**config.mk**
```make
export PLATFORM = sky130hd
export DESIGN_NAME = slac_way_sel
export DESIGN_NICKNAME = d
export VERILOG_FILES = /design/src/slac_pkg.sv /design/src/slac_way_sel.sv
export SDC_FILE = /design/constraint.sdc
export NUM_CORES = 2
export LEC_CHECK = 0
export CAP_MARGIN = 5
export CORE_MARGIN = 2
export CORE_UTILIZATION = 47
export DETAILED_ROUTE_END_ITERATION = 10
export DONT_BUFFER_PORTS = 1
export GPL_TIMING_DRIVEN = 0
export MAX_ROUTING_LAYER = met4
export PLACE_DENSITY = 0.73
export SETUP_SLACK_MARGIN = 0.2
export SLEW_MARGIN = 20
export SYNTH_ARGS = -nofsm -noshare
export SYNTH_HDL_FRONTEND = slang
export SYNTH_SLANG_ARGS = --single-unit
export TNS_END_PERCENT = 50
```
**constraint.sdc**
```tcl
create_clock -name vclk -period 3.3
set_clock_uncertainty 0.05 [all_clocks]
set_input_delay 0.33 -clock vclk [all_inputs]
set_output_delay 0.33 -clock vclk [all_outputs]
set_load 0.03 [all_outputs]
```
**src/slac_pkg.sv**
```systemverilog
// Shared constants and types for the set-associative LRU cache model.
// No dependencies; imported by every module of the block but slac_ram.
`default_nettype none

package slac_pkg;

    localparam int MAX_SET_BITS_DEF = 6;
    localparam int MAX_WAYS_DEF     = 8;
    localparam int ADDR_BITS_DEF    = 32;

    localparam int OP_W         = 2;
    localparam int ADDR_W       = 32;
    localparam int CNT_W        = 32;
    localparam int STAMP_W      = 32;
    localparam int SHAMT_W      = 6;
    localparam int SET_BITS_W   = 3;
    localparam int BLOCK_BITS_W = 5;
    localparam int WAYS_W       = 4;
    localparam int APB_AW       = 4;
    localparam int APB_DW       = 32;

    localparam logic [OP_W-1:0] OP_LOAD   = 2'd0;
    localparam logic [OP_W-1:0] OP_STORE  = 2'd1;
    localparam logic [OP_W-1:0] OP_MODIFY = 2'd2;
    localparam logic [OP_W-1:0] OP_NONE   = 2'd3;

    localparam logic [1:0] REG_SET_BITS   = 2'd0;
    localparam logic [1:0] REG_BLOCK_BITS = 2'd1;
    localparam logic [1:0] REG_WAYS       = 2'd2;

    typedef enum logic [1:0] {
        S_IDLE = 2'b01,
        S_LOOK = 2'b10
    } t_state;

endpackage

`default_nettype wire

```
**src/slac_way_sel.sv**
```systemverilog
// Way selection for one set: tag match, first free way, and LRU victim.
// Depends on slac_pkg for the stamp width.
`default_nettype none

module slac_way_sel
    import slac_pkg::*;
#(
    parameter int MAX_WAYS = MAX_WAYS_DEF,
    parameter int TAG_W    = ADDR_BITS_DEF
) (
    input  wire logic [MAX_WAYS-1:0]              i_use,
    input  wire logic [MAX_WAYS-1:0]              i_vld,
    input  wire logic [MAX_WAYS-1:0][TAG_W-1:0]   i_tag_row,
    input  wire logic [MAX_WAYS-1:0][STAMP_W-1:0] i_stamp_row,
    input  wire logic [TAG_W-1:0]                 i_tag,
    output logic                                  o_hit,
    output logic                                  o_evict,
    output logic      [MAX_WAYS-1:0]              o_way_oh
);

    logic [MAX_WAYS-1:0] match;
    logic [MAX_WAYS-1:0] free;
    logic [MAX_WAYS-1:0] is_min;
    logic [MAX_WAYS-1:0] match_oh;
    logic [MAX_WAYS-1:0] free_oh;
    logic [MAX_WAYS-1:0] min_oh;

    always_comb begin
        for (int i = 0; i < MAX_WAYS; i++) begin
            match[i]  = i_use[i] & i_vld[i] & (i_tag_row[i] == i_tag);
            free[i]   = i_use[i] & ~i_vld[i];
            is_min[i] = i_use[i];
            for (int j = 0; j < MAX_WAYS; j++) begin
                if (i_use[j] && (i_stamp_row[j] < i_stamp_row[i])) begin
                    is_min[i] = 1'b0;
                end
            end
        end
    end

    // lowest set bit of each candidate vector
    assign match_oh = match & (~match + MAX_WAYS'(1));
    assign free_oh  = free & (~free + MAX_WAYS'(1));
    assign min_oh   = is_min & (~is_min + MAX_WAYS'(1));

    always_comb begin
        o_hit   = |match;
        o_evict = ~(|match) & ~(|free);
        if (|match) begin
            o_way_oh = match_oh;
        end else if (|free) begin
            o_way_oh = free_oh;
        end else begin
            o_way_oh = min_oh;
        end
    end

endmodule

`default_nettype wire

```
==> results by group <==
STA
  – Final-report max-slew violation count: 0
  – Setup repair after global routing missed its margin: yes
  – Ratio of final minimum period to clock period: 122%
  – Actual slew at the worst max-slew pin: 1060 ps
  – Min Tclk post-route: 4040 ps
  – Final count of hold timing violations: 0
  – Max Freq: 247 MHz
  – Setup slack of the critical path after layout: -741 ps
  – Max_slew headroom: 28.9%
  – Count of final setup violators: 9
  – Final-layout worst hold slack: 950 ps

Job
  – Max Cap Violations: 0

Setup path
  – Crit. Startpoint: i_stamp_row[219]
  – Max incr delay on CP: 800 ps
  – Crit path cell chain: inv_1, ha_1, nand4_1, nor4_2, nand2_2, a41oi_2, nand3_1, o2111ai_2, a211oi_4, nor4_4, nand2b_2, o211ai_1
  – Worst Setup Start Kind: input port
  – Endpoint arrival time on the critical path: 3660 ps
  – WS Path Type: input port to output port
  – Maximum fanout along the worst path: 6
  – Data required time of the critical path: 2920 ps
  – Critical path capture point type: output port
  – Max stage delay cell, worst path: o211ai_1

Logic synthesis
  – Syn Std Cell Area: 23,800 µm²
  – Number of instances in the synthesized netlist: 3,080
  – XOR/XNOR Fraction of Synth Area: 9.37%
  – Yosys warns: 0
  – Adder-cell share of the synthesized area: 47.0%
  – Post-synthesis compound-gate area fraction: 19.5%
  – Share of synthesized cell area in and, or, nand and nor gates: 19.3%
  – Post-Syn Nets: 4,536
  – Main combinational cell family by area after synthesis: adder cells
  – Portion of netlist area occupied by mux cells: 0%
  – Average size of a mapped cell: 7.74 µm²
  – Count of unique library cells instantiated by Yosys: 73
  – Sequential share of the synthesized area: 0%

Detailed routing
  – Drt pass-1 iters: 6
  – Routed wire length: 119 mm
  – 1st-iter DRT viols: 3,494
  – Via count: 26,173
  – DRC violations left: 0
  – Routed WL per cell: 31.2 µm
  – Residual antenna-violating net count after detailed routing: 0
  – Per-cell via count in the routed design: 6.87

Layout
  – Register cell area after layout: 0 µm²
  – Layout Nets: 4,574
  – Share of cells above drive strength 1: 6.13%
  – Count of sequential standard cells: 0
  – Layout-stage area growth over the synthesis result: 9.10%
  – Count of clock buffers in the final design: 0
  – Leading cell type in the layout, fill and taps excluded: ha_1
  – Non-Filler Cell Area, Final: 26,000 µm²
  – Commonest cells after routing, fill and taps aside: 878 x ha_1, 370 x a21oi_1, 248 x nand2_1, 239 x inv_1, 212 x nand4_1

Place
  – Final HPWL from detailed placement: 103 mm
  – Weighted congestion reported at the end of routability-driven placement: 1.13
  – Post-place instance area: 25,000 µm²
  – Total of buffers placed on input and output ports: 0

GRT
  – Initial antenna violation count: 19
  – All-Layer GR Usage: 44.3%
  – Vias in the first global route: 24,079
  – Overflow left after global routing: 0
  – Largest net degree at the start of global routing: 11
  – First-pass GRT wire length: 166 mm

Floorplanning
  – Overall die area: 52,500 µm²
  – Number of top-level pins: 570
  – Number of standard-cell rows in the floorplan: 82
  – Die span in y: 229 µm
  – Die W: 229 µm
  – Initial Util: 47.6%
  – Standard cell core area: 50,100 µm²

Pwr
  – Lkg Pwr: 12.4 nW
  – Cell Pwr Density: 130 nW/µm²
  – Worst IR Drop VDD: 0.000105 V
  – Tot Pwr: 3.38 mW

Min path
  – Worst hold path class: input port to output port
  – Start point of the worst hold path: i_vld[2]

Outcome
  – Result of the run: finished with violations
  – Failing checks: setup timing
[where the power goes]
part	switching [mW]	internal [mW]
sequential	0	0
combinational	2.03	1.34
clock	0	0.000000498
[area by class of cell]
type	count	area [µm²]
Timing Repair Buffer	36	322
Multi-Input combinational cell	2788	23600
Fill cell	4939	24100
Antenna cell	22	55.1
Buffer	37	211
Tap cell	672	841
Inverter	255	1010
[critical path, delay by kind of cell]
kind                     cells  cell delay, ps
buffers and inverters        1             140
adder cells (fa/ha/maj)      1             370
AO/OA/AOI/OAI                4            1400
AND/OR/NAND/NOR              6            1380
[logic make-up (layout without fill, tap and decap cells)]
family / Yosys count / count (layout)
AOI/OAI and AO/OA: 764 / 764
xor gates and xnor gates: 255 / 255
adders and majority gates: 896 / 896
buffers and inverters: 292 / 328
other: 0 / 22
and+or+nand+nor: 873 / 873
[Yosys cell counts (5+ instances only)]
library cell	instances	area share [%]
xor2_1	131	4.8
nand2_1	250	3.9
a2111o_1	8	0.38
a31oi_1	15	0.39
a211oi_1	32	1.0
xnor2_1	124	4.6
o21ai_1	7	0.15
ha_1	896	47
o211ai_1	29	0.91
a21boi_0	7	0.22
a211o_1	8	0.29
o21ai_0	125	2.6
and4_1	20	0.73
o21a_1	15	0.47
nand4_1	212	5.6
nand2b_1	13	0.34
nand3_1	89	1.9
nor2_1	86	1.4
a2bb2oi_1	5	0.18
a2111oi_0	9	0.33
a221o_1	11	0.46
a21oi_1	374	7.9
and3_1	13	0.34
or4_1	20	0.63
or3_1	9	0.24
a221oi_1	23	0.84
clkbuf_1	5	0.079
nor3_1	35	0.73
buf_2	31	0.65
nor2b_1	30	0.79
o31ai_1	6	0.19
a22oi_1	7	0.22
a21o_1	47	1.5
nor4_1	67	1.8
inv_1	253	4.0
[path summary, 6_finish.rpt]
| check | cells after the start | to | slack (ps) |
|---|---|---|---|
| worst max-delay path | 12 | o_way_oh[4] | -740 |
| worst min-delay path | 3 | o_way_oh[2] | 950 |
[routing by layer]
layer  wire length, µm  part of all wire, %  vias up  global-route usage, %
met4             10300                  8.6        0                   28.2
met3             16800                   14      425                   14.9
met5                 0                    0        -                      -
met1             45100                   38    12080                   53.6
met2             46700                   39     1813                   62.4
li1                  -                    -    11855                      -
[per-stage QoR]
stage                     std cells  setup TNS, ps  utilization, %  worst slack, ps
final                          3810          -4780            52.0             -741
after global routing           3807          -5380            51.9             -805
after CTS                      3772          -3970            51.2             -648
after detailed placement       3753         -12020            49.9            -1650
after global placement         3752         -12460            49.9            -1630
after floorplan                3080              0               -              111
[repair_timing]
action / in CTS / in global routing
hold endpoints to repair: 0 / 0
hold buffers: 0 / 0
pin swaps: 22 / 28
resized for setup: 92 / 35
buffers inserted: 19 / 16
endpoints found under the setup margin: 10 / 10
No activity file was read; power rests on OpenSTA's default activity.
